[src/hw/rtl/pfi_pkg.sv]
package pfi_pkg;

   localparam int unsigned NUM_PARTICLES_DEF = 256;
   localparam logic [16:0] DAMP_RESET = 17'd7864;
   localparam logic [16:0] Q_ONE = 17'd65536;

   // Command codes carried in req_type.
   localparam logic [3:0] REQ_SET_INIT     = 4'd0;
   localparam logic [3:0] REQ_CLR_FORCE    = 4'd1;
   localparam logic [3:0] REQ_ADD_FORCE    = 4'd2;
   localparam logic [3:0] REQ_REPEL_PT     = 4'd3;
   localparam logic [3:0] REQ_ATTRACT_PT   = 4'd4;
   localparam logic [3:0] REQ_REPEL_PAIR   = 4'd5;
   localparam logic [3:0] REQ_ATTRACT_PAIR = 4'd6;
   localparam logic [3:0] REQ_DAMP         = 4'd7;
   localparam logic [3:0] REQ_UPDATE       = 4'd8;

   typedef struct packed {
      logic signed [31:0] px;
      logic signed [31:0] py;
      logic signed [31:0] vx;
      logic signed [31:0] vy;
      logic signed [31:0] fx;
      logic signed [31:0] fy;
   } particle_type;

   typedef struct packed {
      logic [3:0]         req_type;
      logic [7:0]         particle_a;
      logic [7:0]         particle_b;
      logic signed [31:0] arg_x;
      logic signed [31:0] arg_y;
      logic signed [31:0] arg_vx;
      logic signed [31:0] arg_vy;
      logic [30:0]        radius;
      logic signed [31:0] scale;
   } req_payload_type;

   typedef struct packed {
      logic signed [31:0] pos_x;
      logic signed [31:0] pos_y;
      logic signed [31:0] vel_x;
      logic signed [31:0] vel_y;
      logic               in_range;
   } rsp_payload_type;

   typedef enum logic [5:0] {
      ST_CLEAR, ST_IDLE, ST_RDA, ST_LDA, ST_RDB, ST_LDB, ST_SIMPLE,
      ST_UPV, ST_UPP, ST_DMX, ST_DTX, ST_DSX, ST_DMY, ST_DTY, ST_DSY,
      ST_DIFF, ST_SQX, ST_SQY, ST_SQSUM, ST_SQRT_GO, ST_SQRT_WAIT,
      ST_RANGE, ST_RSEL, ST_PCT_GO, ST_PCT_WAIT, ST_PCT_LD,
      ST_UX_GO, ST_UX_WAIT, ST_UX_LD, ST_UY_GO, ST_UY_WAIT, ST_UY_LD,
      ST_MXS, ST_TX, ST_MXP, ST_FX, ST_MYS, ST_TY, ST_MYP, ST_FY,
      ST_APPLY, ST_WRA, ST_WRB, ST_RESP
   } ctrl_state_type;

   typedef enum logic [5:0] {
      OP_NONE, OP_CLEAR, OP_LOAD, OP_RD_A, OP_LD_A, OP_RD_B, OP_LD_B,
      OP_SIMPLE, OP_UPD_V, OP_UPD_P, OP_MUL_VXD, OP_MUL_VYD, OP_TRUNC,
      OP_DAMP_X, OP_DAMP_Y, OP_DIFF, OP_MUL_DX, OP_MUL_DY, OP_SQ_SUM,
      OP_SQRT_GO, OP_RANGE, OP_PCT_GO, OP_PCT_LD, OP_UX_GO, OP_UX_LD,
      OP_UY_GO, OP_UY_LD, OP_MUL_UXS, OP_MUL_UYS, OP_MUL_TP, OP_F_X,
      OP_F_Y, OP_APPLY, OP_WR_A, OP_WR_B, OP_RESP
   } dp_op_type;

   typedef struct packed {
      dp_op_type op;
   } dp_cmd_type;

   typedef struct packed {
      logic [3:0] req_type;
      logic       hit;
      logic       radius_zero;
      logic       sqrt_done;
      logic       div_done;
      logic       clr_last;
      logic       rsp_free;
   } dp_status_type;

   function automatic logic signed [31:0] sat32(input logic signed [33:0] v);
      if (v > 34'sh07FFFFFFF) begin
         return 32'sh7FFFFFFF;
      end else if (v < $signed(34'h380000000)) begin
         return $signed(32'h80000000);
      end
      return v[31:0];
   endfunction

   // Divide by 65536 with rounding toward zero.
   function automatic logic signed [67:0] trunc16(input logic signed [67:0] p);
      logic signed [67:0] adj;
      adj = p + (p[67] ? 68'sd65535 : 68'sd0);
      return adj >>> 16;
   endfunction

endpackage

[src/hw/rtl/pfi_ctrl.sv]
module pfi_ctrl (
   input  logic                   clock,
   input  logic                   reset,
   input  logic                   req_valid,
   output logic                   req_ready,
   input  pfi_pkg::dp_status_type status,
   output pfi_pkg::dp_cmd_type    cmd
);

   pfi_pkg::ctrl_state_type state_ff, state_in;
   logic is_pair;

   assign is_pair = (status.req_type == pfi_pkg::REQ_REPEL_PAIR) ||
                    (status.req_type == pfi_pkg::REQ_ATTRACT_PAIR);

   always_ff @(posedge clock) begin
      if (reset) begin
         state_ff <= pfi_pkg::ST_CLEAR;
      end else begin
         state_ff <= state_in;
      end
   end

   always_comb begin
      state_in = state_ff;
      unique case (state_ff)
         pfi_pkg::ST_CLEAR: if (status.clr_last) state_in = pfi_pkg::ST_IDLE;
         pfi_pkg::ST_IDLE:  if (req_valid) state_in = pfi_pkg::ST_RDA;
         pfi_pkg::ST_RDA:   state_in = pfi_pkg::ST_LDA;
         pfi_pkg::ST_LDA: begin
            if (is_pair) begin
               state_in = pfi_pkg::ST_RDB;
            end else if (status.req_type == pfi_pkg::REQ_REPEL_PT ||
                         status.req_type == pfi_pkg::REQ_ATTRACT_PT) begin
               state_in = pfi_pkg::ST_DIFF;
            end else if (status.req_type == pfi_pkg::REQ_DAMP) begin
               state_in = pfi_pkg::ST_DMX;
            end else if (status.req_type == pfi_pkg::REQ_UPDATE) begin
               state_in = pfi_pkg::ST_UPV;
            end else begin
               state_in = pfi_pkg::ST_SIMPLE;
            end
         end
         pfi_pkg::ST_RDB:    state_in = pfi_pkg::ST_LDB;
         pfi_pkg::ST_LDB:    state_in = pfi_pkg::ST_DIFF;
         pfi_pkg::ST_SIMPLE: state_in = pfi_pkg::ST_WRA;
         pfi_pkg::ST_UPV:    state_in = pfi_pkg::ST_UPP;
         pfi_pkg::ST_UPP:    state_in = pfi_pkg::ST_WRA;
         pfi_pkg::ST_DMX:    state_in = pfi_pkg::ST_DTX;
         pfi_pkg::ST_DTX:    state_in = pfi_pkg::ST_DSX;
         pfi_pkg::ST_DSX:    state_in = pfi_pkg::ST_DMY;
         pfi_pkg::ST_DMY:    state_in = pfi_pkg::ST_DTY;
         pfi_pkg::ST_DTY:    state_in = pfi_pkg::ST_DSY;
         pfi_pkg::ST_DSY:    state_in = pfi_pkg::ST_WRA;
         pfi_pkg::ST_DIFF:   state_in = pfi_pkg::ST_SQX;
         pfi_pkg::ST_SQX:    state_in = pfi_pkg::ST_SQY;
         pfi_pkg::ST_SQY:    state_in = pfi_pkg::ST_SQSUM;
         pfi_pkg::ST_SQSUM:  state_in = pfi_pkg::ST_SQRT_GO;
         pfi_pkg::ST_SQRT_GO: state_in = pfi_pkg::ST_SQRT_WAIT;
         pfi_pkg::ST_SQRT_WAIT: if (status.sqrt_done) state_in = pfi_pkg::ST_RANGE;
         pfi_pkg::ST_RANGE:  state_in = pfi_pkg::ST_RSEL;
         pfi_pkg::ST_RSEL: begin
            if (!status.hit) begin
               state_in = pfi_pkg::ST_WRA;
            end else if (status.radius_zero) begin
               state_in = pfi_pkg::ST_UX_GO;
            end else begin
               state_in = pfi_pkg::ST_PCT_GO;
            end
         end
         pfi_pkg::ST_PCT_GO:   state_in = pfi_pkg::ST_PCT_WAIT;
         pfi_pkg::ST_PCT_WAIT: if (status.div_done) state_in = pfi_pkg::ST_PCT_LD;
         pfi_pkg::ST_PCT_LD:   state_in = pfi_pkg::ST_UX_GO;
         pfi_pkg::ST_UX_GO:    state_in = pfi_pkg::ST_UX_WAIT;
         pfi_pkg::ST_UX_WAIT:  if (status.div_done) state_in = pfi_pkg::ST_UX_LD;
         pfi_pkg::ST_UX_LD:    state_in = pfi_pkg::ST_UY_GO;
         pfi_pkg::ST_UY_GO:    state_in = pfi_pkg::ST_UY_WAIT;
         pfi_pkg::ST_UY_WAIT:  if (status.div_done) state_in = pfi_pkg::ST_UY_LD;
         pfi_pkg::ST_UY_LD:    state_in = pfi_pkg::ST_MXS;
         pfi_pkg::ST_MXS:   state_in = pfi_pkg::ST_TX;
         pfi_pkg::ST_TX:    state_in = pfi_pkg::ST_MXP;
         pfi_pkg::ST_MXP:   state_in = pfi_pkg::ST_FX;
         pfi_pkg::ST_FX:    state_in = pfi_pkg::ST_MYS;
         pfi_pkg::ST_MYS:   state_in = pfi_pkg::ST_TY;
         pfi_pkg::ST_TY:    state_in = pfi_pkg::ST_MYP;
         pfi_pkg::ST_MYP:   state_in = pfi_pkg::ST_FY;
         pfi_pkg::ST_FY:    state_in = pfi_pkg::ST_APPLY;
         pfi_pkg::ST_APPLY: state_in = pfi_pkg::ST_WRA;
         pfi_pkg::ST_WRA:   state_in = (is_pair && status.hit) ? pfi_pkg::ST_WRB
                                                               : pfi_pkg::ST_RESP;
         pfi_pkg::ST_WRB:   state_in = pfi_pkg::ST_RESP;
         pfi_pkg::ST_RESP:  if (status.rsp_free) state_in = pfi_pkg::ST_IDLE;
         default:           state_in = pfi_pkg::ST_IDLE;
      endcase
   end

   always_comb begin
      cmd.op    = pfi_pkg::OP_NONE;
      req_ready = 1'b0;
      unique case (state_ff)
         pfi_pkg::ST_CLEAR: cmd.op = pfi_pkg::OP_CLEAR;
         pfi_pkg::ST_IDLE: begin
            req_ready = 1'b1;
            if (req_valid) cmd.op = pfi_pkg::OP_LOAD;
         end
         pfi_pkg::ST_RDA:    cmd.op = pfi_pkg::OP_RD_A;
         pfi_pkg::ST_LDA:    cmd.op = pfi_pkg::OP_LD_A;
         pfi_pkg::ST_RDB:    cmd.op = pfi_pkg::OP_RD_B;
         pfi_pkg::ST_LDB:    cmd.op = pfi_pkg::OP_LD_B;
         pfi_pkg::ST_SIMPLE: cmd.op = pfi_pkg::OP_SIMPLE;
         pfi_pkg::ST_UPV:    cmd.op = pfi_pkg::OP_UPD_V;
         pfi_pkg::ST_UPP:    cmd.op = pfi_pkg::OP_UPD_P;
         pfi_pkg::ST_DMX:    cmd.op = pfi_pkg::OP_MUL_VXD;
         pfi_pkg::ST_DTX, pfi_pkg::ST_DTY, pfi_pkg::ST_TX, pfi_pkg::ST_TY:
            cmd.op = pfi_pkg::OP_TRUNC;
         pfi_pkg::ST_DSX:    cmd.op = pfi_pkg::OP_DAMP_X;
         pfi_pkg::ST_DMY:    cmd.op = pfi_pkg::OP_MUL_VYD;
         pfi_pkg::ST_DSY:    cmd.op = pfi_pkg::OP_DAMP_Y;
         pfi_pkg::ST_DIFF:   cmd.op = pfi_pkg::OP_DIFF;
         pfi_pkg::ST_SQX:    cmd.op = pfi_pkg::OP_MUL_DX;
         pfi_pkg::ST_SQY:    cmd.op = pfi_pkg::OP_MUL_DY;
         pfi_pkg::ST_SQSUM:  cmd.op = pfi_pkg::OP_SQ_SUM;
         pfi_pkg::ST_SQRT_GO: cmd.op = pfi_pkg::OP_SQRT_GO;
         pfi_pkg::ST_RANGE:  cmd.op = pfi_pkg::OP_RANGE;
         pfi_pkg::ST_PCT_GO: cmd.op = pfi_pkg::OP_PCT_GO;
         pfi_pkg::ST_PCT_LD: cmd.op = pfi_pkg::OP_PCT_LD;
         pfi_pkg::ST_UX_GO:  cmd.op = pfi_pkg::OP_UX_GO;
         pfi_pkg::ST_UX_LD:  cmd.op = pfi_pkg::OP_UX_LD;
         pfi_pkg::ST_UY_GO:  cmd.op = pfi_pkg::OP_UY_GO;
         pfi_pkg::ST_UY_LD:  cmd.op = pfi_pkg::OP_UY_LD;
         pfi_pkg::ST_MXS:    cmd.op = pfi_pkg::OP_MUL_UXS;
         pfi_pkg::ST_MYS:    cmd.op = pfi_pkg::OP_MUL_UYS;
         pfi_pkg::ST_MXP, pfi_pkg::ST_MYP: cmd.op = pfi_pkg::OP_MUL_TP;
         pfi_pkg::ST_FX:     cmd.op = pfi_pkg::OP_F_X;
         pfi_pkg::ST_FY:     cmd.op = pfi_pkg::OP_F_Y;
         pfi_pkg::ST_APPLY:  cmd.op = pfi_pkg::OP_APPLY;
         pfi_pkg::ST_WRA:    cmd.op = pfi_pkg::OP_WR_A;
         pfi_pkg::ST_WRB:    cmd.op = pfi_pkg::OP_WR_B;
         pfi_pkg::ST_RESP:   if (status.rsp_free) cmd.op = pfi_pkg::OP_RESP;
         default:            cmd.op = pfi_pkg::OP_NONE;
      endcase
   end

   a_no_accept_in_clear: assert property (@(posedge clock) disable iff (reset)
      (state_ff == pfi_pkg::ST_CLEAR) |-> !req_ready)
      else $error("request taken during the clearing pass");

   a_sqrt_wait_entry: assert property (@(posedge clock) disable iff (reset)
      (state_ff == pfi_pkg::ST_SQRT_WAIT) |->
      ($past(state_ff) == pfi_pkg::ST_SQRT_GO || $past(state_ff) == pfi_pkg::ST_SQRT_WAIT))
      else $error("square root wait entered without a start");

   a_wrb_needs_hit: assert property (@(posedge clock) disable iff (reset)
      (state_ff == pfi_pkg::ST_WRB) |-> (status.hit && is_pair))
      else $error("partner written without an applied pair force");

endmodule

[config.mk]
export PLATFORM = sky130hd
export DESIGN_NAME = pfi_ctrl
export DESIGN_NICKNAME = d
export VERILOG_FILES = /design/src/hw/rtl/pfi_pkg.sv /design/src/hw/rtl/pfi_ctrl.sv
export SDC_FILE = /design/constraint.sdc
export NUM_CORES = 1
export LEC_CHECK = 0
export BUFFER_PORTS_ARGS = -buffer_cell sky130_fd_sc_hd__buf_2
export CELL_PAD_IN_SITES_DETAIL_PLACEMENT = 0
export CELL_PAD_IN_SITES_GLOBAL_PLACEMENT = 1
export CORE_MARGIN = 1
export CORE_UTILIZATION = 30
export CTS_CLUSTER_SIZE = 12
export DETAILED_ROUTE_END_ITERATION = 8
export PLACE_DENSITY_LB_ADDON = 0.2
export SKIP_CTS_REPAIR_TIMING = 1
export SYNTH_ARGS = -nofsm -noshare
export SYNTH_HDL_FRONTEND = slang
export SYNTH_SLANG_ARGS = --single-unit
[constraint.sdc]
create_clock -name clock -period 1.6 [get_ports clock]
set_clock_uncertainty 0.1 [all_clocks]
set_input_delay 0.08 -clock clock [delete_from_list [all_inputs] [get_ports clock]]
set_output_delay 0.08 -clock clock [all_outputs]
set_load 0.05 [all_outputs]
## After elaboration in Yosys (flattened, before gate mapping)

Cells that the tools add are included.

| operators by class | value |
|---|---|
| mux-type cells | 19 |
| reduce and logical (&&, ||, !) cells | 8 |
| equality and inequality tests | 56 |

Operators with widths:

| operator | number |
|---|---|
| $pmux 6 s41 | 1 |
| $pmux 6 s35 | 1 |
| $eq 6x5->1 const B | 16 |
| $eq 6x6->1 const B | 12 |
| $mux 6 | 9 |
| $eq 6x4->1 const B | 8 |
| $eq 6x3->1 const B | 4 |
| $eq 4x3->1 const B | 4 |
| $mux 4 | 4 |
| $ne 2x2->1 const B | 7 |
| $eq 6x2->1 const B | 2 |
| $reduce_or 4->1 | 2 |
| $reduce_and 7->1 | 1 |
| $eq 6x1->1 const B | 1 |
| $logic_not 6->1 | 1 |
| $eq 4x2->1 const B | 1 |
| $eq 4x4->1 const B | 1 |
| $mux 1 | 3 |
| $logic_or 1x1->1 | 2 |
| $mux 2 | 1 |
| $reduce_or 2->1 | 1 |
| $logic_and 1x1->1 | 1 |

| storage, ports and cells | value |
|---|---|
| register bits | 6 |
| input bits | 13 |

## Longest topological paths before layout

| depth | value |
|---|---|
| depth in word-level cells | 6 |
| mapped depth | 8 |

## Worst setup path after synthesis

OpenSTA, ideal clock, no wires.

| path | value |
|---|---|
| path kind | flip-flop to output port |
| start point | reg state_ff[5] |
| end point | out cmd[2] (netlist bit) |
| required time | 1.420 ns |
| path buffers | 3 |
| data arrival time | 2.196 ns |
| path slack | -0.776 ns |
| cell stages (with the launch flop) | 6 |
| path through | dfxtp_1 > buf_6 > buf_2 > buf_1 > a22oi_1 > o32ai_1 |

RTL lines:

| element | line | RTL |
|---|---|---|
| start: declaration | pfi_ctrl.sv:10 | `pfi_pkg::ctrl_state_type state_ff, state_in;` |
| start signal: assignment | pfi_ctrl.sv:18 | `state_ff <= pfi_pkg::ST_CLEAR;` |
| start signal: assignment | pfi_ctrl.sv:20 | `state_ff <= state_in;` |
| end: declaration | pfi_ctrl.sv:7 | `output pfi_pkg::dp_cmd_type cmd` |

==> impl_results.md <==
* Pin count of the biggest net entering global routing at 20
* Worst Path Required at 1.42 ns
* Crit Path Max Fanout at 6
* Status: finished, violations left
* Num rows at 23
* Crit start category: register
* Final hold vios at 0
* Pwr dens at between 2000 and 2500 nW/um^2
* DR WL/cell at 17.1 um
* Switching share of power at 0.492
* Maximum VDD drop at between 1 and 1.5 mV
* Max Slew Vio Count at 0
* Syn_area_per_cell at between 6 and 7 sq um
* Main area contributors after synthesis: dfxtp_1 (9.3%), buf_2 (5.4%), a21oi_1 (4.6%)
* Warnings from Yosys at 0
* Die area at 4590 sq um
* ANT cells at 0
* Layout Nets at about 280
* TNS Setup at -2.83 ns
* Width of the die at ~68 um
* WL met1 at 2300 um
* Slowest stage delay, CP at roughly 0.33 ns
* EDFF count, synth at 0
* Crit-path cells: buf_6, buf_6, xnor2_2, nor3_2, a21o_1, a221oi_4, o21ai_4, buf_6
* DP HPWL at 3950 um
* Worst R2R Path Depth at 6
* Final setup margin at -0.388 ns
* Synth unique cells at 56
* CP arrival at 1.81 ns
* Final setup violation count at 12
* Final WL at 5350 um
* Critical Path Slowest Stage Cell: dfxtp_2
* Area added between synthesis and finish at 76.2%
* Share of layout cells above drive strength 1 at 0.544
* Buffers & Inverters on Critical Path at 3
* Pleak at 0.958 nW
* Vias/cell at 5.86
* Primary FF master, synth: dfxtp_1
* I/O pins at 20
* Initial antenna violation count at 0
* Compound-Gate Fraction of Synth Area at 0.393
* Final period utilization at 1.24
* Fmax at 503 MHz
* Relative slew slack at 0.691
* Cell taking the most area after synthesis: dfxtp_1
* WL met3 at just over 300 um
* Top reg by flops: state_ff
* Max-cap violations at 0
* Reg power frac at 0.067
* Initial Util at 0.317
* ANT nets after route at 0
* Gpl congestion at between 0.9 and 1
* Vias at about 1,800
* Comb pwr share at 0.890
* CTS root buffer: clkbuf_8
* Dpl ws at -0.352 ns
* Failing checks: setup timing
* Cells on Worst Hold Path at 2
* Worst slew pin tran at between 0.4 and 0.5 ns
* Post-synth net total at 203
* Yosys top cell area share at 0.0927
* Largest registers: state_ff (6)
* Yosys reg bits at 6
* Hold Path Sink: state_ff[0]
* Largest family of logic cells by synthesized area: compound AO/OA/AOI/OAI gates
* CP endpoint kind: output pin
* Switching pwr at 2.75 mW
* Critical Path Most Common Cell: buf_6
* Clock buffer count from CTS at 3
* Mux cell area share after synthesis at 0.0154
* First-pass GRT wire length at ~8400 um
* FF-to-FF Start: state_ff[2]
* Area of the core at between 4000 and 5000 sq um
* Register area share after synthesis at 0.0927
* Asr flop ratio synth at 0
* Simple-gate area share of the yosys netlist at 0.344
* Netlist Area Pre-Place at ~1300 sq um
* Buffers on Ports at 19
* Area share of fa/ha/maj cells after synthesis at 0
* Clock sink count at 6
* Clock power share at 0.043
* Critical path class: reg2out
* Total gr overflow at 0
* DRC at 0
* Chip Height at around 68 um
* Clock-pin slew on the worst setup and hold paths at ~0.04 ns
* Int Pwr at around 2.8 mW
* Cells after Synth at between 150 and 200
* CTS tree: done
* Synth Area in XOR/XNOR at 0.0405
* Initial drt markers at between 150 and 200
* Max layer used: met4
* Worst reg2reg setup slack at -0.27 ns
* Fillers at 377
* Hold Crit Class: in2reg
* Vias in the first global route at roughly 1,800
* TritonRoute pass-1 iters at 5
* Hold_sp: reset
* H-Tree Depth at 1
* Clk buf depth at 2
* Gr usage total at 0.242
* Max reg flops at 6
* Final min period at between 1.5 and 2 ns
* Reg2Reg Capture Point: state_ff[2]
* Final core utilization at 0.559
* WL met2 at approximately 2600 um
* Crit path max-delay family: compound AO/OA/AOI/OAI gates
* Worst-skew pair later-pin latency at between 0.2 and 0.25 ns
* RSZ-0062 raised after global routing: yes
-- cell families (layout without fill, tap and decap cells) --
kind of cell,Yosys count,after routing
AOI/OAI and AO/OA,71,71
xor gates and xnor gates,6,6
buffers and inverters,30,103
DFF,6,6
muxes,2,2
and+or+nand+nor,75,75
-- cell usage after synthesis (3+ instances only) --
library cell   n
o21ai_0       11
nor3_1         9
o211ai_1       6
and3_1         3
nand2_1       10
nor4_1         3
nand2b_1       7
nor4b_1        3
nand3_1        7
buf_2         14
a21oi_1       12
inv_1          8
a31oi_1        9
nor2_1        13
dfxtp_1        6
a211oi_2       4
a21o_1         5
nor2b_1        6
xnor2_1        4
o22ai_1        3
-- layout by cell type (no fill, tap or decap), types with 3 or more instances in the layout --
master / Yosys / layout
inv_1: 8 / 6
o211ai_1: 6 / 6
buf_6: 2 / 14
o21ai_0: 11 / 7
nor3_1: 9 / 6
buf_4: 1 / 59
nand3_1: 7 / 7
nand2b_4: 1 / 5
nor2_1: 13 / 11
nor4b_2: 1 / 3
a21o_1: 5 / 5
nand2_1: 10 / 9
o21ai_1: 1 / 3
buf_2: 14 / 12
a31oi_1: 9 / 7
dfxtp_4: 0 / 4
nor2b_1: 6 / 6
a21oi_1: 12 / 11
and3_1: 3 / 3
nand2b_1: 7 / 3
nor3_2: 0 / 3
a211oi_2: 4 / 4
clkbuf_8: 0 / 3
-- layer usage --
metal,up-vias,GRT usage
li1,869,-
met1,886,0.315
met2,66,0.403
met3,12,0.0220
met4,0,0.101
met5,-,0
-- power groups by stage --
stage | Combinational [mW] | Sequential (mW) | Clock, mW
floorplan | 2.79 | 0.260 | 0
global placement | 4.11 | 0.313 | 0
detailed placement | 4.14 | 0.324 | 0
CTS | 4.15 | 0.323 | 0.240
global route | 5.29 | 0.384 | 0.237
finish | 4.99 | 0.373 | 0.240
-- cell type report --
| cell class | count | area (sq um) | share of cell area |
|---|---|---|---|
| Sequential cell | 6 | 138 | 0.0603 |
| Tap cell | 50 | 62.6 | 0.0274 |
| Multi-Input combinational cell | 154 | 1260 | 0.552 |
| Timing Repair Buffer | 91 | 743 | 0.325 |
| Clock buffer | 3 | 41.3 | 0.0181 |
| Inverter | 9 | 37.5 | 0.0164 |
-- worst max-delay path by stage --
stage	startpoint	end	slack [ns]	cells after the start
after global routing	state_ff[2]	cmd[1]	-0.43	8
after global placement	state_ff[2]	state_ff[3]	-0.34	6
after detailed placement	state_ff[0]	state_ff[1]	-0.35	5
final	state_ff[2]	cmd[1]	-0.39	8
after CTS	state_ff[0]	cmd[1]	-0.59	7
after floorplan	state_ff[2]	state_ff[2]	-0.12	7
-- metrics by stage --
step	hold slack (ns)	area (sq um)	cells	power, mW
floorplan	0.0446	1410	190	3.05
global placement	0.250	1940	304	4.43
detailed placement	0.258	1940	304	4.46
CTS	0.0164	1980	307	4.71
global route	0.0304	2280	313	5.91
finish	0.0148	2280	313	5.60
Note: power is estimated with default switching activity, not from simulation.
